--- src/hw/rtl/isas_pkg.sv ---
// Shared types and constants for the incubator setpoint and alarm supervisor.
// No dependencies; every other file imports this package.
package isas_pkg;

  localparam int TEMP_W   = 12;
  localparam int HOST_W   = 15;
  localparam int SECS_W   = 32;
  localparam int MS_W     = 11;
  localparam int TICKMS_W = 10;
  localparam int BAND_W   = 9;
  localparam int CNT16_W  = 16;
  localparam int ERR_W    = 12;
  localparam int BEST_W   = 14;
  localparam int ALU_W    = 33;
  localparam int APB_AW   = 5;
  localparam int APB_DW   = 32;

  localparam logic [1:0] MODE_IDLE  = 2'd0;
  localparam logic [1:0] MODE_RUN   = 2'd1;
  localparam logic [1:0] MODE_SET   = 2'd2;
  localparam logic [1:0] MODE_ALARM = 2'd3;

  localparam logic [1:0] OP_TICK      = 2'd0;
  localparam logic [1:0] OP_KEY       = 2'd1;
  localparam logic [1:0] OP_HOST_SET  = 2'd2;
  localparam logic [1:0] OP_HOST_STOP = 2'd3;

  localparam logic [1:0] REPLY_NONE   = 2'd0;
  localparam logic [1:0] REPLY_ACCEPT = 2'd1;
  localparam logic [1:0] REPLY_RANGE  = 2'd2;

  localparam logic [3:0] KEY_DIGIT_MAX = 4'd9;
  localparam logic [3:0] KEY_STAR      = 4'd10;
  localparam logic [3:0] KEY_HASH      = 4'd11;

  localparam logic [2:0] CFG_IDX_BAND    = 3'd0;
  localparam logic [2:0] CFG_IDX_MIN     = 3'd1;
  localparam logic [2:0] CFG_IDX_MAX     = 3'd2;
  localparam logic [2:0] CFG_IDX_DEFAULT = 3'd3;
  localparam logic [2:0] CFG_IDX_STARTUP = 3'd4;
  localparam logic [2:0] CFG_IDX_STUCK   = 3'd5;
  localparam logic [2:0] CFG_IDX_TICKMS  = 3'd6;

  localparam logic [MS_W-1:0] MS_PER_SEC = 11'd1000;

  localparam logic [BAND_W-1:0]   BAND_RST    = 9'd20;
  localparam logic [TEMP_W-1:0]   MIN_RST     = 12'd200;
  localparam logic [TEMP_W-1:0]   MAX_RST     = 12'd600;
  localparam logic [TEMP_W-1:0]   DEFAULT_RST = 12'd370;
  localparam logic [CNT16_W-1:0]  STARTUP_RST = 16'd3000;
  localparam logic [CNT16_W-1:0]  STUCK_RST   = 16'd300;
  localparam logic [TICKMS_W-1:0] TICKMS_RST  = 10'd200;

  typedef logic signed [TEMP_W-1:0] temp_t;

  typedef struct packed {
    logic [BAND_W-1:0]   alarm_band;
    temp_t               min_target;
    temp_t               max_target;
    temp_t               default_target;
    logic [CNT16_W-1:0]  startup_ticks;
    logic [CNT16_W-1:0]  stuck_ticks;
    logic [TICKMS_W-1:0] tick_ms;
    logic                load_default;
  } cfg_regs_t;

  typedef struct packed {
    logic             sub;
    logic [ALU_W-1:0] a;
    logic [ALU_W-1:0] b;
  } alu_req_t;

  typedef struct packed {
    logic [ALU_W-1:0] sum;
    logic             neg;
  } alu_rsp_t;

endpackage

--- src/hw/rtl/isas_if.sv ---
// Valid/ready channel interfaces for the supervisor's input and result words.
// Depends on isas_pkg for field widths.
interface isas_in_if import isas_pkg::*; ();
  logic                     valid;
  logic                     ready;
  logic [1:0]               opcode;
  logic signed [TEMP_W-1:0] measured_temp;
  logic [3:0]               key_code;
  logic signed [HOST_W-1:0] host_target;

  modport source (output valid, opcode, measured_temp, key_code, host_target, input ready);
  modport sink (input valid, opcode, measured_temp, key_code, host_target, output ready);
endinterface

interface isas_out_if import isas_pkg::*; ();
  logic                     valid;
  logic                     ready;
  logic [1:0]               mode;
  logic                     buzzer_on;
  logic signed [TEMP_W-1:0] target_temp;
  logic [SECS_W-1:0]        run_seconds;
  logic                     control_active;
  logic                     controller_reset;
  logic                     drive_stop;
  logic [1:0]               host_reply;

  modport source (output valid, mode, buzzer_on, target_temp, run_seconds, control_active,
                  controller_reset, drive_stop, host_reply, input ready);
  modport sink (input valid, mode, buzzer_on, target_temp, run_seconds, control_active,
                controller_reset, drive_stop, host_reply, output ready);
endinterface

--- src/hw/rtl/isas_alu.sv ---
// Shared 33-bit add/subtract unit used by the supervisor sequencer.
// Depends on isas_pkg for the request and response structs.
module isas_alu import isas_pkg::*; (
  input  alu_req_t req,
  output alu_rsp_t rsp
);

  logic [ALU_W-1:0] sum;

  assign sum     = req.sub ? (req.a - req.b) : (req.a + req.b);
  assign rsp.sum = sum;
  assign rsp.neg = sum[ALU_W-1];

endmodule

--- src/hw/rtl/isas_cfg.sv ---
// APB-style configuration register file for the supervisor.
// Depends on isas_pkg for register indexes, reset values and cfg_regs_t.
module isas_cfg import isas_pkg::*; (
  input  logic              clk,
  input  logic              rst_n,
  input  logic              psel,
  input  logic              penable,
  input  logic              pwrite,
  input  logic [APB_AW-1:0] paddr,
  input  logic [APB_DW-1:0] pwdata,
  output logic [APB_DW-1:0] prdata,
  output logic              pready,
  output cfg_regs_t         cfg
);

  logic [BAND_W-1:0]   band_r;
  logic [TEMP_W-1:0]   min_r;
  logic [TEMP_W-1:0]   max_r;
  logic [TEMP_W-1:0]   default_r;
  logic [CNT16_W-1:0]  startup_r;
  logic [CNT16_W-1:0]  stuck_r;
  logic [TICKMS_W-1:0] tickms_r;
  logic                load_r;
  logic                wr;
  logic [2:0]          idx;

  assign pready = 1'b1;
  assign wr     = psel && penable && pwrite;
  assign idx    = paddr[4:2];

  always_ff @(posedge clk) begin
    if (!rst_n) begin
      band_r    <= BAND_RST;
      min_r     <= MIN_RST;
      max_r     <= MAX_RST;
      default_r <= DEFAULT_RST;
      startup_r <= STARTUP_RST;
      stuck_r   <= STUCK_RST;
      tickms_r  <= TICKMS_RST;
      load_r    <= 1'b0;
    end else begin
      load_r <= wr && (idx == CFG_IDX_DEFAULT);
      if (wr) begin
        unique case (idx)
          CFG_IDX_BAND:    band_r    <= pwdata[BAND_W-1:0];
          CFG_IDX_MIN:     min_r     <= pwdata[TEMP_W-1:0];
          CFG_IDX_MAX:     max_r     <= pwdata[TEMP_W-1:0];
          CFG_IDX_DEFAULT: default_r <= pwdata[TEMP_W-1:0];
          CFG_IDX_STARTUP: startup_r <= pwdata[CNT16_W-1:0];
          CFG_IDX_STUCK:   stuck_r   <= pwdata[CNT16_W-1:0];
          CFG_IDX_TICKMS:  tickms_r  <= pwdata[TICKMS_W-1:0];
          default: ;
        endcase
      end
    end
  end

  always_comb begin
    prdata = '0;
    unique case (idx)
      CFG_IDX_BAND:    prdata = APB_DW'(band_r);
      CFG_IDX_MIN:     prdata = APB_DW'(min_r);
      CFG_IDX_MAX:     prdata = APB_DW'(max_r);
      CFG_IDX_DEFAULT: prdata = APB_DW'(default_r);
      CFG_IDX_STARTUP: prdata = APB_DW'(startup_r);
      CFG_IDX_STUCK:   prdata = APB_DW'(stuck_r);
      CFG_IDX_TICKMS:  prdata = APB_DW'(tickms_r);
      default:         prdata = '0;
    endcase
  end

  assign cfg.alarm_band     = band_r;
  assign cfg.min_target     = min_r;
  assign cfg.max_target     = max_r;
  assign cfg.default_target = default_r;
  assign cfg.startup_ticks  = startup_r;
  assign cfg.stuck_ticks    = stuck_r;
  assign cfg.tick_ms        = tickms_r;
  assign cfg.load_default   = load_r;

endmodule

--- src/hw/rtl/incubator_setpoint_and_alarm_supervisor.sv ---
// Top level of the incubator setpoint and alarm supervisor.
// Depends on isas_pkg, isas_if (channels), isas_cfg and isas_alu.
//
// Usage:
//   in_ch  : one word per event (tick, key press, host set target, host stop).
//   out_ch : exactly one result word per input word: mode, buzzer, target,
//            run seconds and the per-event pulses and host reply.
//   cfg_*  : APB-style register port, registers at byte address 4*i; write
//            only while the block is idle.
// Timing: a small sequencer drives one shared 33-bit adder, one operation
// per cycle. A tick steps through abs error, blanking, band, best error,
// stuck count and run time with up to two seconds carries; a keypad confirm
// does one add per digit, a multiply-by-ten between digits and one more for
// entries of under three digits, then the limit compares.
// in_ch.ready is high only while the sequencer is idle; it returns high the
// cycle after the result is loaded into the output register, so the next
// word can be taken while out_ch still holds an unread result. If out_ch
// stalls with a result pending, the next result waits in the sequencer.
// Reset: mode idle, target 37.0 degrees, counters and run time cleared,
// registers at their documented defaults, no result pending.
module incubator_setpoint_and_alarm_supervisor import isas_pkg::*; #(
  parameter int MAX_DIGITS = 4
) (
  input  logic              clk,
  input  logic              rst_n,
  isas_in_if.sink           in_ch,
  isas_out_if.source        out_ch,
  input  logic              cfg_psel,
  input  logic              cfg_penable,
  input  logic              cfg_pwrite,
  input  logic [APB_AW-1:0] cfg_paddr,
  input  logic [APB_DW-1:0] cfg_pwdata,
  output logic [APB_DW-1:0] cfg_prdata,
  output logic              cfg_pready
);

  localparam int IDX_W = (MAX_DIGITS > 1) ? $clog2(MAX_DIGITS) : 1;
  localparam int CNT_W = $clog2(MAX_DIGITS + 1);

  localparam logic [4:0] ST_IDLE    = 5'd0;
  localparam logic [4:0] ST_T_DIFF  = 5'd1;
  localparam logic [4:0] ST_T_ABS   = 5'd2;
  localparam logic [4:0] ST_T_BLANK = 5'd3;
  localparam logic [4:0] ST_T_BINC  = 5'd4;
  localparam logic [4:0] ST_T_BAND  = 5'd5;
  localparam logic [4:0] ST_T_BEST  = 5'd6;
  localparam logic [4:0] ST_T_NGINC = 5'd7;
  localparam logic [4:0] ST_T_STUCK = 5'd8;
  localparam logic [4:0] ST_T_MS    = 5'd9;
  localparam logic [4:0] ST_T_SEC   = 5'd10;
  localparam logic [4:0] ST_T_SINC  = 5'd11;
  localparam logic [4:0] ST_KEY     = 5'd12;
  localparam logic [4:0] ST_K_MUL   = 5'd13;
  localparam logic [4:0] ST_K_ADD   = 5'd14;
  localparam logic [4:0] ST_K_X10   = 5'd15;
  localparam logic [4:0] ST_K_FIN   = 5'd16;
  localparam logic [4:0] ST_RNG_MIN = 5'd17;
  localparam logic [4:0] ST_RNG_MAX = 5'd18;
  localparam logic [4:0] ST_STOP    = 5'd19;
  localparam logic [4:0] ST_DONE    = 5'd20;

  cfg_regs_t cfg;
  alu_req_t  alu_req;
  alu_rsp_t  alu_rsp;

  logic [4:0]               state_r,     state_nxt;
  logic signed [TEMP_W-1:0] meas_r,      meas_nxt;
  logic [3:0]               key_r,       key_nxt;
  logic signed [HOST_W-1:0] cand_r,      cand_nxt;
  logic                     host_r,      host_nxt;
  logic signed [TEMP_W:0]   diff_r,      diff_nxt;
  logic [ERR_W-1:0]         err_r,       err_nxt;
  logic [IDX_W-1:0]         idx_r,       idx_nxt;
  logic [1:0]               mode_r,      mode_nxt;
  logic signed [TEMP_W-1:0] target_r,    target_nxt;
  logic [CNT_W-1:0]         count_r,     count_nxt;
  logic [CNT16_W-1:0]       blank_r,     blank_nxt;
  logic [BEST_W-1:0]        best_r,      best_nxt;
  logic [CNT16_W-1:0]       nogain_r,    nogain_nxt;
  logic                     buzzer_r,    buzzer_nxt;
  logic [MS_W-1:0]          millis_r,    millis_nxt;
  logic [SECS_W-1:0]        secs_r,      secs_nxt;
  logic                     active_r,    active_nxt;
  logic                     pid_r,       pid_nxt;
  logic                     stop_r,      stop_nxt;
  logic [1:0]               reply_r,     reply_nxt;
  logic                     out_valid_r, out_valid_nxt;
  logic [3:0]               store_r [MAX_DIGITS];
  logic                     store_we;
  logic                     in_fire;
  logic                     out_load;
  logic                     last_digit;

  logic [1:0]               out_mode_r;
  logic                     out_buzzer_r;
  logic signed [TEMP_W-1:0] out_target_r;
  logic [SECS_W-1:0]        out_secs_r;
  logic                     out_active_r;
  logic                     out_pid_r;
  logic                     out_stop_r;
  logic [1:0]               out_reply_r;

  isas_cfg u_cfg (
    .clk     (clk),
    .rst_n   (rst_n),
    .psel    (cfg_psel),
    .penable (cfg_penable),
    .pwrite  (cfg_pwrite),
    .paddr   (cfg_paddr),
    .pwdata  (cfg_pwdata),
    .prdata  (cfg_prdata),
    .pready  (cfg_pready),
    .cfg     (cfg)
  );

  isas_alu u_alu (
    .req (alu_req),
    .rsp (alu_rsp)
  );

  assign in_ch.ready = (state_r == ST_IDLE);
  assign in_fire     = in_ch.valid && in_ch.ready;
  assign last_digit  = (CNT_W'(idx_r) + CNT_W'(1)) == count_r;

  always_comb begin
    state_nxt  = state_r;
    meas_nxt   = meas_r;
    key_nxt    = key_r;
    cand_nxt   = cand_r;
    host_nxt   = host_r;
    diff_nxt   = diff_r;
    err_nxt    = err_r;
    idx_nxt    = idx_r;
    mode_nxt   = mode_r;
    target_nxt = target_r;
    count_nxt  = count_r;
    blank_nxt  = blank_r;
    best_nxt   = best_r;
    nogain_nxt = nogain_r;
    buzzer_nxt = buzzer_r;
    millis_nxt = millis_r;
    secs_nxt   = secs_r;
    active_nxt = active_r;
    pid_nxt    = pid_r;
    stop_nxt   = stop_r;
    reply_nxt  = reply_r;
    store_we   = 1'b0;
    out_load   = 1'b0;
    alu_req    = '0;

    unique case (state_r)
      ST_IDLE: begin
        if (in_fire) begin
          meas_nxt   = in_ch.measured_temp;
          key_nxt    = in_ch.key_code;
          cand_nxt   = in_ch.host_target;
          host_nxt   = 1'b0;
          active_nxt = 1'b0;
          pid_nxt    = 1'b0;
          stop_nxt   = 1'b0;
          reply_nxt  = REPLY_NONE;
          unique case (in_ch.opcode)
            OP_TICK:      state_nxt = ST_T_DIFF;
            OP_KEY:       state_nxt = ST_KEY;
            OP_HOST_SET: begin
              host_nxt  = 1'b1;
              state_nxt = ST_RNG_MIN;
            end
            OP_HOST_STOP: state_nxt = ST_STOP;
            default:      state_nxt = ST_IDLE;
          endcase
        end
      end

      ST_T_DIFF: begin
        alu_req.sub = 1'b1;
        alu_req.a   = ALU_W'($signed(meas_r));
        alu_req.b   = ALU_W'($signed(target_r));
        diff_nxt    = alu_rsp.sum[TEMP_W:0];
        state_nxt   = ST_T_ABS;
      end

      ST_T_ABS: begin
        alu_req.sub = diff_r[TEMP_W];
        alu_req.a   = '0;
        alu_req.b   = ALU_W'($signed(diff_r));
        err_nxt     = alu_rsp.sum[ERR_W-1:0];
        if (mode_r != MODE_RUN && mode_r != MODE_ALARM) begin
          buzzer_nxt = 1'b0;
          state_nxt  = ST_DONE;
        end else begin
          state_nxt = ST_T_BLANK;
        end
      end

      ST_T_BLANK: begin
        alu_req.sub = 1'b1;
        alu_req.a   = ALU_W'(blank_r);
        alu_req.b   = ALU_W'(cfg.startup_ticks);
        if (alu_rsp.neg) begin
          buzzer_nxt = 1'b0;
          state_nxt  = ST_T_BINC;
        end else begin
          state_nxt = ST_T_BAND;
        end
      end

      ST_T_BINC: begin
        alu_req.a = ALU_W'(blank_r);
        alu_req.b = ALU_W'(1);
        blank_nxt = alu_rsp.sum[CNT16_W-1:0];
        state_nxt = ST_T_MS;
      end

      ST_T_BAND: begin
        alu_req.sub = 1'b1;
        alu_req.a   = ALU_W'(cfg.alarm_band);
        alu_req.b   = ALU_W'(err_r);
        if (!alu_rsp.neg) begin
          nogain_nxt = '0;
          best_nxt   = '0;
          buzzer_nxt = 1'b0;
          if (mode_r == MODE_ALARM) begin
            mode_nxt = MODE_RUN;
          end
          state_nxt = ST_T_MS;
        end else begin
          state_nxt = ST_T_BEST;
        end
      end

      ST_T_BEST: begin
        alu_req.sub = 1'b1;
        alu_req.a   = ALU_W'(err_r);
        alu_req.b   = ALU_W'(best_r);
        if (best_r == '0 || alu_rsp.neg) begin
          best_nxt   = BEST_W'(err_r);
          nogain_nxt = '0;
          state_nxt  = ST_T_STUCK;
        end else if (nogain_r != '1) begin
          state_nxt = ST_T_NGINC;
        end else begin
          state_nxt = ST_T_STUCK;
        end
      end

      ST_T_NGINC: begin
        alu_req.a  = ALU_W'(nogain_r);
        alu_req.b  = ALU_W'(1);
        nogain_nxt = alu_rsp.sum[CNT16_W-1:0];
        state_nxt  = ST_T_STUCK;
      end

      ST_T_STUCK: begin
        alu_req.sub = 1'b1;
        alu_req.a   = ALU_W'(nogain_r);
        alu_req.b   = ALU_W'(cfg.stuck_ticks);
        if (!alu_rsp.neg) begin
          mode_nxt   = MODE_ALARM;
          buzzer_nxt = 1'b1;
        end
        state_nxt = ST_T_MS;
      end

      ST_T_MS: begin
        active_nxt = 1'b1;
        alu_req.a  = ALU_W'(millis_r);
        alu_req.b  = ALU_W'(cfg.tick_ms);
        millis_nxt = alu_rsp.sum[MS_W-1:0];
        state_nxt  = ST_T_SEC;
      end

      ST_T_SEC: begin
        alu_req.sub = 1'b1;
        alu_req.a   = ALU_W'(millis_r);
        alu_req.b   = ALU_W'(MS_PER_SEC);
        if (!alu_rsp.neg) begin
          millis_nxt = alu_rsp.sum[MS_W-1:0];
          state_nxt  = ST_T_SINC;
        end else begin
          state_nxt = ST_DONE;
        end
      end

      ST_T_SINC: begin
        alu_req.a = ALU_W'(secs_r);
        alu_req.b = ALU_W'(1);
        secs_nxt  = alu_rsp.sum[SECS_W-1:0];
        state_nxt = ST_T_SEC;
      end

      ST_KEY: begin
        state_nxt = ST_DONE;
        unique case (key_r)
          KEY_STAR: begin
            if (mode_r == MODE_SET) begin
              if (count_r != '0) begin
                count_nxt = count_r - CNT_W'(1);
              end
            end else begin
              mode_nxt  = MODE_SET;
              count_nxt = '0;
            end
          end
          KEY_HASH: begin
            if (mode_r == MODE_SET) begin
              cand_nxt = '0;
              idx_nxt  = '0;
              state_nxt = (count_r != '0) ? ST_K_ADD : ST_K_FIN;
            end else if (mode_r == MODE_RUN) begin
              mode_nxt   = MODE_IDLE;
              stop_nxt   = 1'b1;
              secs_nxt   = '0;
              millis_nxt = '0;
            end else begin
              mode_nxt   = MODE_RUN;
              blank_nxt  = '0;
              best_nxt   = '0;
              nogain_nxt = '0;
              buzzer_nxt = 1'b0;
              secs_nxt   = '0;
              millis_nxt = '0;
            end
          end
          default: begin
            if (mode_r == MODE_SET && key_r <= KEY_DIGIT_MAX &&
                count_r < CNT_W'(MAX_DIGITS)) begin
              store_we  = 1'b1;
              count_nxt = count_r + CNT_W'(1);
            end
          end
        endcase
      end

      ST_K_MUL, ST_K_X10: begin
        alu_req.a = ALU_W'($signed(cand_r)) << 3;
        alu_req.b = ALU_W'($signed(cand_r)) << 1;
        cand_nxt  = alu_rsp.sum[HOST_W-1:0];
        state_nxt = (state_r == ST_K_MUL) ? ST_K_ADD : ST_RNG_MIN;
      end

      ST_K_ADD: begin
        alu_req.a = ALU_W'($signed(cand_r));
        alu_req.b = ALU_W'(store_r[idx_r]);
        cand_nxt  = alu_rsp.sum[HOST_W-1:0];
        idx_nxt   = idx_r + IDX_W'(1);
        if (!last_digit) begin
          state_nxt = ST_K_MUL;
        end else if (count_r < CNT_W'(3)) begin
          state_nxt = ST_K_X10;
        end else begin
          state_nxt = ST_RNG_MIN;
        end
      end

      ST_RNG_MIN: begin
        alu_req.sub = 1'b1;
        alu_req.a   = ALU_W'($signed(cand_r));
        alu_req.b   = ALU_W'($signed(cfg.min_target));
        if (!alu_rsp.neg) begin
          state_nxt = ST_RNG_MAX;
        end else if (host_r) begin
          reply_nxt = REPLY_RANGE;
          state_nxt = ST_DONE;
        end else begin
          state_nxt = ST_K_FIN;
        end
      end

      ST_RNG_MAX: begin
        alu_req.sub = 1'b1;
        alu_req.a   = ALU_W'($signed(cfg.max_target));
        alu_req.b   = ALU_W'($signed(cand_r));
        if (!alu_rsp.neg) begin
          target_nxt = cand_r[TEMP_W-1:0];
        end
        if (!host_r) begin
          state_nxt = ST_K_FIN;
        end else if (alu_rsp.neg) begin
          reply_nxt = REPLY_RANGE;
          state_nxt = ST_DONE;
        end else begin
          pid_nxt   = 1'b1;
          reply_nxt = REPLY_ACCEPT;
          if (mode_r != MODE_RUN) begin
            mode_nxt = MODE_RUN;
            secs_nxt = '0;
          end
          state_nxt = ST_DONE;
        end
      end

      ST_K_FIN: begin
        mode_nxt   = MODE_RUN;
        count_nxt  = '0;
        blank_nxt  = '0;
        best_nxt   = '0;
        nogain_nxt = '0;
        buzzer_nxt = 1'b0;
        pid_nxt    = 1'b1;
        secs_nxt   = '0;
        millis_nxt = '0;
        state_nxt  = ST_DONE;
      end

      ST_STOP: begin
        mode_nxt   = MODE_IDLE;
        stop_nxt   = 1'b1;
        secs_nxt   = '0;
        millis_nxt = '0;
        reply_nxt  = REPLY_ACCEPT;
        state_nxt  = ST_DONE;
      end

      ST_DONE: begin
        if (!out_valid_r || out_ch.ready) begin
          out_load  = 1'b1;
          state_nxt = ST_IDLE;
        end
      end

      default: state_nxt = ST_IDLE;
    endcase

    if (cfg.load_default) begin
      target_nxt = cfg.default_target;
    end
  end

  always_comb begin
    out_valid_nxt = out_valid_r;
    if (out_load) begin
      out_valid_nxt = 1'b1;
    end else if (out_ch.ready) begin
      out_valid_nxt = 1'b0;
    end
  end

  always_ff @(posedge clk) begin
    if (!rst_n) begin
      state_r     <= ST_IDLE;
      mode_r      <= MODE_IDLE;
      target_r    <= DEFAULT_RST;
      count_r     <= '0;
      blank_r     <= '0;
      best_r      <= '0;
      nogain_r    <= '0;
      buzzer_r    <= 1'b0;
      millis_r    <= '0;
      secs_r      <= '0;
      out_valid_r <= 1'b0;
    end else begin
      state_r     <= state_nxt;
      mode_r      <= mode_nxt;
      target_r    <= target_nxt;
      count_r     <= count_nxt;
      blank_r     <= blank_nxt;
      best_r      <= best_nxt;
      nogain_r    <= nogain_nxt;
      buzzer_r    <= buzzer_nxt;
      millis_r    <= millis_nxt;
      secs_r      <= secs_nxt;
      out_valid_r <= out_valid_nxt;
    end
  end

  always_ff @(posedge clk) begin
    meas_r   <= meas_nxt;
    key_r    <= key_nxt;
    cand_r   <= cand_nxt;
    host_r   <= host_nxt;
    diff_r   <= diff_nxt;
    err_r    <= err_nxt;
    idx_r    <= idx_nxt;
    active_r <= active_nxt;
    pid_r    <= pid_nxt;
    stop_r   <= stop_nxt;
    reply_r  <= reply_nxt;
    if (store_we) begin
      store_r[count_r[IDX_W-1:0]] <= key_r;
    end
    if (out_load) begin
      out_mode_r   <= mode_r;
      out_buzzer_r <= buzzer_r;
      out_target_r <= target_r;
      out_secs_r   <= secs_r;
      out_active_r <= active_r;
      out_pid_r    <= pid_r;
      out_stop_r   <= stop_r;
      out_reply_r  <= reply_r;
    end
  end

  assign out_ch.valid            = out_valid_r;
  assign out_ch.mode             = out_mode_r;
  assign out_ch.buzzer_on        = out_buzzer_r;
  assign out_ch.target_temp      = out_target_r;
  assign out_ch.run_seconds      = out_secs_r;
  assign out_ch.control_active   = out_active_r;
  assign out_ch.controller_reset = out_pid_r;
  assign out_ch.drive_stop       = out_stop_r;
  assign out_ch.host_reply       = out_reply_r;

  a_accept_busy: assert property (@(posedge clk) disable iff (!rst_n)
    in_fire |=> state_r != ST_IDLE)
    else $error("sequencer stayed idle after accepting a word");

  a_millis_norm: assert property (@(posedge clk) disable iff (!rst_n)
    state_r == ST_IDLE |-> millis_r < MS_PER_SEC)
    else $error("millisecond count not normalized between words");

  a_count_max: assert property (@(posedge clk) disable iff (!rst_n)
    count_r <= CNT_W'(MAX_DIGITS))
    else $error("digit count beyond buffer depth");

  a_out_from_done: assert property (@(posedge clk) disable iff (!rst_n)
    $rose(out_valid_r) |-> $past(state_r) == ST_DONE)
    else $error("result word raised outside the done step");

endmodule

--- src/flat_wrapper.sv ---
// flat-port wrapper written by rule: the top's interface ports become plain ports
module incubator_setpoint_and_alarm_supervisor_flat import isas_pkg::*;
#(
  parameter int MAX_DIGITS = 4
)
  (clk, rst_n, cfg_psel, cfg_penable, cfg_pwrite, cfg_paddr, cfg_pwdata, cfg_prdata, cfg_pready, in_ch_valid, in_ch_opcode, in_ch_measured_temp, in_ch_key_code, in_ch_host_target, in_ch_ready, out_ch_valid, out_ch_mode, out_ch_buzzer_on, out_ch_target_temp, out_ch_run_seconds, out_ch_control_active, out_ch_controller_reset, out_ch_drive_stop, out_ch_host_reply, out_ch_ready);
  isas_in_if in_ch_i ();
  isas_out_if out_ch_i ();
  input  logic clk;
  input  logic rst_n;
  input  logic cfg_psel;
  input  logic cfg_penable;
  input  logic cfg_pwrite;
  input  logic [APB_AW-1:0] cfg_paddr;
  input  logic [APB_DW-1:0] cfg_pwdata;
  output logic [APB_DW-1:0] cfg_prdata;
  output logic cfg_pready;
  input wire logic [$bits(in_ch_i.valid)-1:0] in_ch_valid;
  input wire logic [$bits(in_ch_i.opcode)-1:0] in_ch_opcode;
  input wire logic [$bits(in_ch_i.measured_temp)-1:0] in_ch_measured_temp;
  input wire logic [$bits(in_ch_i.key_code)-1:0] in_ch_key_code;
  input wire logic [$bits(in_ch_i.host_target)-1:0] in_ch_host_target;
  output wire logic [$bits(in_ch_i.ready)-1:0] in_ch_ready;
  output wire logic [$bits(out_ch_i.valid)-1:0] out_ch_valid;
  output wire logic [$bits(out_ch_i.mode)-1:0] out_ch_mode;
  output wire logic [$bits(out_ch_i.buzzer_on)-1:0] out_ch_buzzer_on;
  output wire logic [$bits(out_ch_i.target_temp)-1:0] out_ch_target_temp;
  output wire logic [$bits(out_ch_i.run_seconds)-1:0] out_ch_run_seconds;
  output wire logic [$bits(out_ch_i.control_active)-1:0] out_ch_control_active;
  output wire logic [$bits(out_ch_i.controller_reset)-1:0] out_ch_controller_reset;
  output wire logic [$bits(out_ch_i.drive_stop)-1:0] out_ch_drive_stop;
  output wire logic [$bits(out_ch_i.host_reply)-1:0] out_ch_host_reply;
  input wire logic [$bits(out_ch_i.ready)-1:0] out_ch_ready;
  assign in_ch_i.valid = in_ch_valid;
  assign in_ch_i.opcode = in_ch_opcode;
  assign in_ch_i.measured_temp = in_ch_measured_temp;
  assign in_ch_i.key_code = in_ch_key_code;
  assign in_ch_i.host_target = in_ch_host_target;
  assign in_ch_ready = in_ch_i.ready;
  assign out_ch_valid = out_ch_i.valid;
  assign out_ch_mode = out_ch_i.mode;
  assign out_ch_buzzer_on = out_ch_i.buzzer_on;
  assign out_ch_target_temp = out_ch_i.target_temp;
  assign out_ch_run_seconds = out_ch_i.run_seconds;
  assign out_ch_control_active = out_ch_i.control_active;
  assign out_ch_controller_reset = out_ch_i.controller_reset;
  assign out_ch_drive_stop = out_ch_i.drive_stop;
  assign out_ch_host_reply = out_ch_i.host_reply;
  assign out_ch_i.ready = out_ch_ready;
  incubator_setpoint_and_alarm_supervisor #(.MAX_DIGITS(MAX_DIGITS)) u_core (.clk(clk), .rst_n(rst_n), .in_ch(in_ch_i), .out_ch(out_ch_i), .cfg_psel(cfg_psel), .cfg_penable(cfg_penable), .cfg_pwrite(cfg_pwrite), .cfg_paddr(cfg_paddr), .cfg_pwdata(cfg_pwdata), .cfg_prdata(cfg_prdata), .cfg_pready(cfg_pready));
endmodule
--- config.mk ---
export PLATFORM = sky130hd
export DESIGN_NAME = incubator_setpoint_and_alarm_supervisor_flat
export DESIGN_NICKNAME = d
export VERILOG_FILES = /design/src/hw/rtl/isas_pkg.sv /design/src/hw/rtl/isas_if.sv /design/src/hw/rtl/isas_alu.sv /design/src/hw/rtl/isas_cfg.sv /design/src/hw/rtl/incubator_setpoint_and_alarm_supervisor.sv /design/src/flat_wrapper.sv
export SDC_FILE = /design/constraint.sdc
export NUM_CORES = 1
export LEC_CHECK = 0
export BUFFER_PORTS_ARGS = -buffer_cell sky130_fd_sc_hd__buf_2
export CAP_MARGIN = 10
export CORE_MARGIN = 10
export CORE_UTILIZATION = 39
export DETAILED_ROUTE_END_ITERATION = 8
export PLACE_DENSITY = 0.53
export SLEW_MARGIN = 20
export SYNTH_ARGS = -nofsm -noshare
export SYNTH_HDL_FRONTEND = slang
export SYNTH_SLANG_ARGS = --single-unit
--- constraint.sdc ---
create_clock -name clk -period 7.38 [get_ports clk]
set_input_delay 1.476 -clock clk [delete_from_list [all_inputs] [get_ports clk]]
set_output_delay 1.476 -clock clk [all_outputs]
set_load 0.05 [all_outputs]
==> metrics <==
Final Hold Viols=0; routability cong.=0.949; Slowest-stage cell, CP=a2111oi_0; drt wl/cell=25.3 um; sw frac=47.5%; post-DP HPWL=47,900 um; Fin Setup TNS=0 ps; Inst Count DP=2,523; Mean Syn Cell Area=9.24 um^2; Pins Over Slew Limit=0; Rel. slew slack=31.5%; Reg area=0.00799 mm^2; worst path cell trace=buf_4, and2_0, and3_1, a2111oi_0, and4_1, ha_1, inv_1, or3_1, nor2_1, a21oi_1, buf_4, o21ai_0, ha_1, and3_1, and3_1, o21ai_0, nand4_1, o21ai_0, xnor2_2, buf_4, a2111oi_0, a31oi_1; GRT overflow=0; critical path endpoint category=flop; FILL cells=4,339; worst slack at placement=728 ps; drt pass-1 iters=9; DR iter-0 viols=1,887; post-synthesis cell type count=82; drt drc=0; first-pass GRT wire length=96,600 um; Logic pwr share=54.8%; vias per inst=6.03; pin count of the biggest net entering global routing=76; Total Power=10.0 mW; maximum root-to-sink buffer count=3; top post-synthesis cells by area=dfxtp_1, edfxtp_1, nand2_1, a21oi_1, a22o_1; core area=0.0441 mm^2; Worst Setup Path Type=flop to flop; top_reg_cell synth=dfxtp_1; initial core utilization=39.3%; Total Wirelength=65,500 um; internal power=5.26 mW; Buf+Inv Stages, Crit Path=4; Final min period=6920 ps; RSZ-0062 raised after global routing=false; pwr dens=506 mW/mm^2; I/O Buffers=128; chip width=231 um; die footprint=0.0533 mm^2; outcome=complete, no violations; CP startpoint kind=flop; Post-synth EDFFs=132; PnR worst setup slack=456 ps; ys async rst share=0%; post-CTS sizing=0; H-tree Lvls=2; Synth top area share=23.2%; Reg power frac=26.1%; Num CTS Buffers=39; clock root buffer=clkbuf_16; initial antenna violation count=0; number of global-route vias before repair=14,518; YS warnings=0; Clock Skew=16.9 ps; layout cells sized above 1=13.8%; DIE HEIGHT=231 um; WP data arrival=7340 ps; Final Util=44.9%; fin crit share=93.8%; floorplan row count=77; maxcap violations=0; Mapped Cells=1,878; multi-input logic area=0.00871 mm^2; peak supply drop=0.366 mV; CTS Sinks=333; crit path max fanout=15; Layout area overhead=14.2%; Hold WC Path Type=flop to flop; delay-heaviest family, CP=compound AO/OA/AOI/OAI gates; Layout Nets=2,090; Total GRT Usage=23.6%; Clock transition at path regs=60 ps; P_leak=7.73 nW; Detail Route Antenna Nets=0; register bit total from synthesis=333; final setup fails=0; area leader, netlist=dfxtp_1; hold-fix buffers at CTS=0; Ant. Diodes=0; slowest stage delay, CP=830 ps; postcts setup bufs=0; worst path required time=7790 ps; Psw=4.77 mW; # IOs=164; Worst-Skew Late Latency=570 ps; Clk pwr share=19.1%; highest achievable clock rate=0.144 GHz; Via Count=15,619; CTS tree=built; mapped cell area=0.0174 mm^2; Slew @ Worst Pin=1020 ps; Final Non-Filler Cells=2,592; post-synthesis sequential area ratio=46.0%
## flip-flops by register name, summed over array words and instances, names as in the netlist, 13 cells and up, named ones only
signal,flops
u_core.cand_r,15
u_core.nogain_r,16
u_core.u_cfg.startup_r,16
u_core.diff_r,13
u_core.blank_r,16
u_core.out_ch.run_seconds,32
u_core.store_r,16
u_core.u_cfg.stuck_r,16
u_core.secs_r,32
## through the flow
stage | cell area, um^2 | hold WS, ps
floorplan | 17400 | 400
global placement | 18600 | 404
detailed placement | 18600 | 411
CTS | 19800 | 422
global route | 19800 | 422
finish | 19800 | 420
## worst register-to-register path, stage by stage (launching register included)
cell and delay [ps]:
dfxtp_1 410, buf_4 240, and2_0 290, and3_1 220, a2111oi_0 830, and4_1 360, ha_1 260, inv_1 80
or3_1 420, nor2_1 310, a21oi_1 110, buf_4 220, o21ai_0 170, ha_1 350, and3_1 260, and3_1 210
o21ai_0 140, nand4_1 140, o21ai_0 320, xnor2_2 260, buf_4 280, a2111oi_0 760, a31oi_1 160
## power by group through the flow
stage                     Combinational [mW]  Sequential (mW)  Clock [mW]
after CTS                               5.38             2.60        1.95
after floorplan                         3.73             2.57           0
after detailed placement                5.35             2.64           0
final                                   5.50             2.62        1.92
after global placement                  5.32             2.64           0
after global routing                    5.92             2.63        2.01
## routing by layer
metal | wire length, um | share of wire [%] | GRT usage [%] | vias to the layer above
met1 | 29500 | 45 | 34.1 | 7638
met5 | 0 | 0 | 0 | -
met4 | 1410 | 2.1 | 6.43 | 0
met3 | 6510 | 9.9 | 5.18 | 87
li1 | - | - | - | 7144
met2 | 28200 | 43 | 34.8 | 750
## final cells by class
cell class / instances / share of cell area, %
Multi-Input combinational cell: 1388 / 43.9
Sequential cell: 333 / 40.3
Clock buffer: 52 / 5.38
Timing Repair Buffer: 179 / 5.22
Tap cell: 592 / 3.74
Clock inverter: 17 / 0.846
Inverter: 31 / 0.587
## synth_stat cells (all sizes together), types with 16 or more instances
| master | count |
|---|---|
| a21o | 28 |
| a21oi | 155 |
| a221oi | 16 |
| a222oi | 26 |
| a22o | 84 |
| a22oi | 55 |
| and2 | 20 |
| and3 | 32 |
| buf | 46 |
| clkbuf | 95 |
| dfxtp | 201 |
| edfxtp | 132 |
| ha | 40 |
| inv | 30 |
| mux2i | 57 |
| nand2 | 287 |
| nand2b | 20 |
| nand3 | 109 |
| nand4 | 25 |
| nor2 | 100 |
| nor2b | 18 |
| nor3 | 32 |
| o21ai | 72 |
| xnor2 | 26 |
| xor2 | 21 |
## worst paths after layout
| path | from | endpoint | slack (ps) | depth (start not counted) |
|---|---|---|---|---|
| worst max-delay path | u_core.state_r[0] | u_core.state_r[3] | 460 | 22 |
| worst min-delay path | u_core.active_r | u_core.out_ch.control_active | 420 | 0 |
| worst max register to register | u_core.state_r[0] | u_core.state_r[3] | 460 | 22 |
| worst min register to register | u_core.active_r | u_core.out_ch.control_active | 420 | 0 |
## kinds of logic after synthesis
| group | Yosys count | synth area share, % |
|---|---|---|
| AND/OR/NAND/NOR | 684 | 18.5 |
| AO/OA/AOI/OAI | 527 | 21.0 |
| flip-flops | 333 | 46.0 |
| buffers and inverters | 172 | 4.37 |
| multiplexers | 72 | 4.65 |
| XOR/XNOR | 47 | 2.41 |
| adder cells (fa/ha/maj) | 41 | 3.00 |
| other | 2 | 0.0433 |
## cell usage in the layout (no fill, tap or decap), drive strengths merged, types with 6 or more instances in the layout
cell type  netlist  routed
xor2            21      21
a22o            84      84
a222oi          26      26
a221oi          16      16
conb             2      17
o211ai          10      10
mux2             9       9
o31ai            9       9
nor2           100     100
nor4             7       7
nand3          109     109
nor3            32      32
clkinv           1      13
nand2b          20      20
and3            32      32
mux4             6       6
and4             6       6
nor2b           18      18
a21o            28      28
mux2i           57      57
inv             30      30
ha              40      40
a31oi           10      10
o21a             6       6
edfxtp         132     132
xnor2           26      26
dfxtp          201     201
and2            20      20
o21ai           72      72
or2              7       7
buf             46     179
a21oi          155     155
clkbuf          95      52
a22oi           55      55
nand2          287     287
o221ai           6       6
nand4           25      25
a211oi           9       9
Note: power is estimated with default switching activity, not from simulation.
